### src/sv/tzpd_pkg.sv
package tzpd_pkg;

	localparam int unsigned TimeW = 32;
	localparam int unsigned ConfW = 8;
	localparam int unsigned DistW = 16;
	localparam int unsigned DirW  = 2;
	localparam int unsigned InDataW  = 64;
	localparam int unsigned OutDataW = 64;
	localparam int unsigned CfgIdxW  = 2;
	localparam int unsigned CfgDataW = 32;

	localparam logic [ConfW-1:0] ConfThresholdRst   = 8'd50;
	localparam logic [TimeW-1:0] ApproachTimeoutRst = 32'd2000;
	localparam logic [TimeW-1:0] InZoneTimeoutRst   = 32'd2500;
	localparam logic [TimeW-1:0] CooldownTimeRst    = 32'd8000;

	typedef enum logic [CfgIdxW-1:0] {
		REG_CONF_THRESHOLD   = 2'd0,
		REG_APPROACH_TIMEOUT = 2'd1,
		REG_IN_ZONE_TIMEOUT  = 2'd2,
		REG_COOLDOWN_TIME    = 2'd3
	} cfg_reg_t;

	typedef enum logic [1:0] {
		PH_IDLE     = 2'd0,
		PH_APPROACH = 2'd1,
		PH_INZONE   = 2'd2,
		PH_COOLDOWN = 2'd3
	} phase_t;

	typedef enum logic [1:0] {
		OUT_NONE   = 2'd0,
		OUT_DONE   = 2'd1,
		OUT_CANCEL = 2'd2
	} outcome_t;

	typedef struct packed {
		logic [ConfW-1:0] conf_threshold;
		logic [TimeW-1:0] approach_timeout;
		logic [TimeW-1:0] in_zone_timeout;
		logic [TimeW-1:0] cooldown_time;
	} cfg_t;

	typedef struct packed {
		logic [TimeW-1:0] now_time;
		logic             tgt_present;
		logic [ConfW-1:0] sight_confidence;
		logic             first_zone;
		logic             second_zone;
		logic [DistW-1:0] distance;
		logic [DirW-1:0]  heading_hint;
	} obs_t;

	typedef struct packed {
		phase_t           phase;
		logic [TimeW-1:0] phase_start;
		logic [TimeW-1:0] cooldown_end;
	} state_t;

	typedef struct packed {
		outcome_t         outcome;
		logic [TimeW-1:0] event_time;
		logic [DistW-1:0] event_distance;
		logic [ConfW-1:0] event_confidence;
		logic [DirW-1:0]  event_direction;
	} result_t;

endpackage

### src/sv/tzpd_core.sv
module tzpd_core
	import tzpd_pkg::*;
(
	input  cfg_t    cfg,
	input  state_t  cur,
	input  obs_t    obs,
	output state_t  nxt,
	output result_t res
);

	logic [TimeW-1:0] since_cd_end;
	logic [TimeW-1:0] elapsed;
	logic [TimeW-1:0] cd_end_new;
	phase_t           eff_phase;

	assign since_cd_end = obs.now_time - cur.cooldown_end;
	assign elapsed      = obs.now_time - cur.phase_start;
	assign cd_end_new   = obs.now_time + cfg.cooldown_time;

	// A cooldown that has run out falls back to idle and the same request is handled there.
	always_comb begin
		eff_phase = cur.phase;
		if (cur.phase == PH_COOLDOWN && !since_cd_end[TimeW-1]) begin
			eff_phase = PH_IDLE;
		end
	end

	always_comb begin
		nxt       = cur;
		nxt.phase = eff_phase;
		res       = '0;
		res.outcome = OUT_NONE;
		case (eff_phase)
			PH_IDLE: begin
				if (obs.tgt_present && obs.sight_confidence >= cfg.conf_threshold) begin
					nxt.phase       = PH_APPROACH;
					nxt.phase_start = obs.now_time;
				end
			end
			PH_APPROACH: begin
				if (obs.second_zone && !obs.first_zone) begin
					nxt.phase        = PH_COOLDOWN;
					nxt.cooldown_end = cd_end_new;
					res.outcome      = OUT_CANCEL;
				end else if (obs.first_zone) begin
					nxt.phase       = PH_INZONE;
					nxt.phase_start = obs.now_time;
				end else if (!obs.tgt_present || elapsed > cfg.approach_timeout) begin
					nxt.phase        = PH_COOLDOWN;
					nxt.cooldown_end = cd_end_new;
					res.outcome      = OUT_CANCEL;
				end
			end
			PH_INZONE: begin
				if (obs.second_zone) begin
					nxt.phase            = PH_COOLDOWN;
					nxt.cooldown_end     = cd_end_new;
					res.outcome          = OUT_DONE;
					res.event_time       = obs.now_time;
					res.event_distance   = obs.distance;
					res.event_confidence = obs.sight_confidence;
					res.event_direction  = obs.heading_hint;
				end else if (!obs.tgt_present || elapsed > cfg.in_zone_timeout) begin
					nxt.phase        = PH_COOLDOWN;
					nxt.cooldown_end = cd_end_new;
					res.outcome      = OUT_CANCEL;
				end
			end
			default: begin
				nxt.phase = PH_COOLDOWN;
			end
		endcase
	end

endmodule

### src/sv/two_zone_passage_detector_unit.sv
// An accepted request is stored in the input register, its result in the output register.
// Throughput: one request per cycle unless the master side stalls; every request yields exactly one result.
// The input register feeds the phase logic, whose result and new state are
// stored together when the output register is free to take them.
// Reset (arst_n low, asynchronous) sets the idle phase, clears both times
// and loads the default register values.
module two_zone_passage_detector_unit
	import tzpd_pkg::*;
(
	input  logic                clk,
	input  logic                arst_n,
	input  logic                cfg_wen,
	input  logic [CfgIdxW-1:0]  cfg_index,
	input  logic [CfgDataW-1:0] cfg_wdata,
	input  logic                s_tvalid,
	output logic                s_tready,
	// now_time, tgt_present, sight_confidence, first_zone, second_zone, distance,
	// heading_hint, zero fill
	input  logic [InDataW-1:0]  s_tdata,
	output logic                m_tvalid,
	input  logic                m_tready,
	// event_time, event_distance, event_confidence, event_direction, zero fill
	output logic [OutDataW-1:0] m_tdata,
	// outcome
	output logic [1:0]          m_tuser
);

	cfg_t    cfg_q;
	state_t  state_q;
	obs_t    obs_s1;
	logic    vld_s1;
	result_t res_s2;
	logic    vld_s2;
	state_t  state_nxt;
	result_t res_nxt;
	logic    advance;

	assign advance  = !vld_s2 || m_tready;
	assign s_tready = !vld_s1 || advance;

	always_ff @(posedge clk or negedge arst_n) begin
		if (!arst_n) begin
			cfg_q.conf_threshold   <= ConfThresholdRst;
			cfg_q.approach_timeout <= ApproachTimeoutRst;
			cfg_q.in_zone_timeout  <= InZoneTimeoutRst;
			cfg_q.cooldown_time    <= CooldownTimeRst;
		end else if (cfg_wen) begin
			case (cfg_reg_t'(cfg_index))
				REG_CONF_THRESHOLD:   cfg_q.conf_threshold   <= cfg_wdata[ConfW-1:0];
				REG_APPROACH_TIMEOUT: cfg_q.approach_timeout <= cfg_wdata[TimeW-1:0];
				REG_IN_ZONE_TIMEOUT:  cfg_q.in_zone_timeout  <= cfg_wdata[TimeW-1:0];
				REG_COOLDOWN_TIME:    cfg_q.cooldown_time    <= cfg_wdata[TimeW-1:0];
				default: begin
				end
			endcase
		end
	end

	always_ff @(posedge clk or negedge arst_n) begin
		if (!arst_n) begin
			vld_s1 <= 1'b0;
		end else if (s_tready) begin
			vld_s1 <= s_tvalid;
		end
	end

	always_ff @(posedge clk) begin
		if (s_tvalid && s_tready) begin
			obs_s1.now_time         <= s_tdata[31:0];
			obs_s1.tgt_present      <= s_tdata[32];
			obs_s1.sight_confidence <= s_tdata[40:33];
			obs_s1.first_zone       <= s_tdata[41];
			obs_s1.second_zone      <= s_tdata[42];
			obs_s1.distance         <= s_tdata[58:43];
			obs_s1.heading_hint     <= s_tdata[60:59];
		end
	end

	tzpd_core u_core (
		.cfg (cfg_q),
		.cur (state_q),
		.obs (obs_s1),
		.nxt (state_nxt),
		.res (res_nxt)
	);

	always_ff @(posedge clk or negedge arst_n) begin
		if (!arst_n) begin
			state_q.phase        <= PH_IDLE;
			state_q.phase_start  <= '0;
			state_q.cooldown_end <= '0;
			vld_s2               <= 1'b0;
		end else if (advance) begin
			vld_s2 <= vld_s1;
			if (vld_s1) begin
				state_q <= state_nxt;
			end
		end
	end

	always_ff @(posedge clk) begin
		if (advance && vld_s1) begin
			res_s2 <= res_nxt;
		end
	end

	assign m_tvalid = vld_s2;
	assign m_tuser  = res_s2.outcome;
	assign m_tdata  = {6'd0, res_s2.event_direction, res_s2.event_confidence,
		res_s2.event_distance, res_s2.event_time};

endmodule

### config.mk
export PLATFORM = sky130hd
export DESIGN_NAME = two_zone_passage_detector_unit
export DESIGN_NICKNAME = d
export VERILOG_FILES = /design/src/sv/tzpd_pkg.sv /design/src/sv/tzpd_core.sv /design/src/sv/two_zone_passage_detector_unit.sv
export SDC_FILE = /design/constraint.sdc
export NUM_CORES = 1
export LEC_CHECK = 0
export ABC_AREA = 0
export BUFFER_PORTS_ARGS = -buffer_cell sky130_fd_sc_hd__buf_2
export CORE_MARGIN = 2
export CORE_UTILIZATION = 40
export CTS_BUF_LIST = sky130_fd_sc_hd__clkbuf_8
export DETAILED_ROUTE_END_ITERATION = 12
export PLACE_DENSITY = 0.67
export SLEW_MARGIN = 20
export SYNTH_ARGS = -nofsm -noshare
export SYNTH_HDL_FRONTEND = slang
export SYNTH_SLANG_ARGS = --single-unit
### constraint.sdc
create_clock -name clk -period 5.93 [get_ports clk]
set_clock_uncertainty 0.05 [all_clocks]
set_input_delay 0.8895 -clock clk [delete_from_list [all_inputs] [get_ports clk]]
set_output_delay 0.8895 -clock clk [all_outputs]
set_load 0.03 [all_outputs]
==> results.json <==
{
  "status": "complete, no violations",
  "timing.final.crit_share_pct": 96.5,
  "synthCells": 1470,
  "setup_violations": 0,
  "seqCellArea_um2": 7960,
  "max_stage_delay_ns": 0.59,
  "ant_nets": 0,
  "multi_input_area_um2": 7620,
  "ys_top_cells_by_count": "167 x ha_1, 154 x inv_1, 152 x dfrtp_1",
  "wl_per_cell_um": 18.3,
  "synth_top_area_cell": "dfrtp_1",
  "via_count": 11635,
  "grt_busiest_layer": "met2",
  "syn_area_um2": 16300,
  "worst_pin_slew_ns": 1.14,
  "fin_tns_setup_ns": 0,
  "htree_levels": 2,
  "die_area_um2": 42400,
  "synthFlopType": "dfrtp_1",
  "cp-end-kind": "flip-flop",
  "grt_pass1_vias": 12230,
  "fin_area_um2": 18800,
  "r2r-start": "obs_s1[31]$_DFFE_PP_",
  "die_w_um": 206,
  "core_area_um2": 40000,
  "grt_max_degree": 71,
  "period_needed_ns": 5.72,
  "rsz0062_at_grt": "no",
  "p_total_mw": 8.75,
  "start_kind": "flip-flop",
  "nets": 1938,
  "avgViaCountPerCell": 5.20,
  "synth_most_common_cell": "ha_1",
  "cts_buffers": 53,
  "dr.pass1.iters": 5,
  "required_ns": 6.36,
  "io_buffers": 161,
  "gp_congestion": 0.917,
  "critPathSlowestCell": "or4_1",
  "min_path_type": "in2async",
  "grt_use_met3_pct": 3.55,
  "grt_pass1_wl_um": 64600,
  "cp_cell_sequence": "ha_1 > o21a_1 > o31a_1 > o221ai_1 > a21bo_2 > o221a_2 > o2111a_1 > or4_1 > nand3b_1 > xor2_1 > ha_1 > nand2_1 > nor2_1 > a211oi_1 > a21oi_1 > o41ai_2 > nand2_1 > o221a_2 > buf_12 > buf_4 > nand2_1 > o21ai_0",
  "synth.distinct_cells": 68,
  "grt_remaining_overflow": 0,
  "hold_viol_final": 0,
  "clock_sinks": 293,
  "antenna_found_initial": 3,
  "reg2reg_slack_ns": 0.21,
  "fp.dieH_um": 206,
  "drt_iter0_drc": 550,
  "grt_util_met2_pct": 34.0,
  "critPathKind": "reg2reg",
  "synth_seq_cells": 293,
  "clkTransAtPathRegs_ns": 0.06,
  "use_met1_pct": 24.8,
  "synth_area_per_cell_um2": 11.1,
  "drv_cap": 0,
  "routed_wl_um": 40900,
  "placed_area_um2": 17800,
  "synth.top_cell.area_share_pct": 23.3,
  "clock_path_buffers": 3,
  "start_util_pct": 40.7,
  "startpoint": "obs_s1[31]$_DFFE_PP_",
  "pin_count": 171,
  "path_buf_inv": 2,
  "rows": 73,
  "cp_max_fo": 17,
  "n_fill_cell": 3772,
  "cts_tree": "built",
  "crit_family": "compound AO/OA/AOI/OAI gates",
  "clk_root_buffer_cell": "clkbuf_8",
  "drc": 0,
  "slew_headroom_pct": 24.3,
  "path_common_cell": "nand2_1",
  "async_flop_share_pct": 58.7,
  "timing.fmax_mhz": 175,
  "power.leakage_nw": 8.73,
  "dpl.hpwl_um": 29600,
  "drive_gt1_share_pct": 22.7,
  "synth_edf_count": 121,
  "yosysSeqAreaShare_pct": 48.8,
  "ff2ff_path_depth": 22,
  "syn_to_final_growth_pct": 15.5,
  "peakVddDrop_uv": 220,
  "gr-usage-all-layers_pct": 19.7,
  "clkLatencyLatePin_ns": 0.65,
  "regToRegEndpoint": "state_q[12]$_DFFE_PN0P_",
  "p_per_area_nw_per_um2": 465,
  "synthTopCellsByArea": "dfrtp_1 23%, edfxtp_1 22%, ha_1 13%",
  "ys_warn_count": 0,
  "drv_slew": 0,
  "insertedDiodeCount": 0,
  "arrival_ns": 6.15
}
worst reg2reg max path: cells and delay by family, from the launching register on:
family,cells,cell delay [ns]
AO/OA/AOI/OAI,11,2.69
XOR/XNOR,1,0.21
adder cells (fa/ha/maj),2,0.72
buffers and inverters,2,0.36
flip-flops,1,0.49
AND/OR/NAND/NOR,6,1.08
worst max path at each step:
| stage | end | slack (ns) | cells past startpoint |
|---|---|---|---|
| after global routing | state_q[11]$_DFFE_PN0P_ | 0.01 | 24 |
| after floorplan | state_q[5]$_DFFE_PN0P_ | 0.95 | 27 |
| after detailed placement | state_q[3]$_DFFE_PN0P_ | 0.18 | 25 |
| final | state_q[12]$_DFFE_PN0P_ | 0.21 | 22 |
| after CTS | state_q[12]$_DFFE_PN0P_ | 0.13 | 25 |
| after global placement | state_q[17]$_DFFE_PN0P_ | 0.34 | 26 |
placed cells by master, fill, tap and decap left out, types with 6 or more instances in the layout:
cell type  Yosys  routed
a21oi_1       87      86
xnor2_1       36      36
nor2_1        55      55
nand2b_1      14      14
clkbuf_8       0      60
o211ai_1       8       8
buf_4          6      19
a211oi_1      16      16
buf_2          6     160
nand3_1       20      19
clkinv_1       0      10
nand3b_1       6       6
dfstp_2       20      20
nor3_1         7       7
xor2_1        17      17
nand4_1       15      15
mux2_2        99      99
ha_1         167     166
nand2_1      103     103
conb_1         1       6
dfrtp_1      152     152
mux2i_1       38      38
o21ai_0       77      77
and3_1        68      68
o21a_1        13      12
edfxtp_1     121     121
inv_1        154     175
nor2b_1       15      15
a31oi_1        7       7
a21o_1        32      32
per-layer routing:
metal  vias up  part of all wire [%]
li1       5644                     -
met1      5661                    44
met2       241                    49
met3        85                   4.1
met4         4                   2.5
met5         -                 0.054
state kept, by name, summed over array words and instances, names as in the netlist:
register	count
m_tvalid	1
state_q	66
m_tdata	58
m_tuser	2
obs_s1	61
vld_s1	1
cfg_q	104
layout make-up:
class | count | share of cell area, %
flip-flops and latches | 293 | 42.3
clock inverters | 40 | 1.10
inverters | 154 | 3.07
clock buffers | 60 | 4.39
repair buffers | 181 | 5.18
multi-input cells | 983 | 40.5
well taps | 525 | 3.49
cell families after synthesis:
| group | Yosys count | share of synthesized area (%) |
|---|---|---|
| fa+ha+maj | 169 | 13.1 |
| flops | 293 | 48.8 |
| other cells | 1 | 0.0230 |
| simple gates | 325 | 9.99 |
| xor+xnor | 53 | 2.85 |
| compound gates | 293 | 11.3 |
| mux | 137 | 9.17 |
| buf+inv | 199 | 4.77 |
timing repair:
item / CTS / global route
buffers inserted: 0 / 1
gates resized for setup: 0 / 5
setup endpoints to repair: 0 / 32
hold buffers: 0 / 0
metrics by stage:
| step | utilization [%] | std cells | hold slack (ns) | setup WS [ns] |
|---|---|---|---|---|
| 2_1_floorplan | - | 1475 | 0.407 | 0.951 |
| 3_3_place_gp | 44.4 | 2135 | 0.420 | 0.338 |
| 3_5_place_dp | 44.4 | 2135 | 0.440 | 0.180 |
| 4_1_cts | 47.0 | 2235 | 0.154 | 0.131 |
| 5_1_grt | 47.1 | 2236 | 0.201 | 0.0125 |
| 6_report | 47.1 | 2236 | 0.179 | 0.207 |
power breakdown:
group	total [mW]	switching [mW]	internal, mW
registers	2.79	0.186	2.60
clock network	1.86	0.886	0.973
logic	4.10	2.41	1.69
Note: power is estimated with default switching activity, not from simulation.
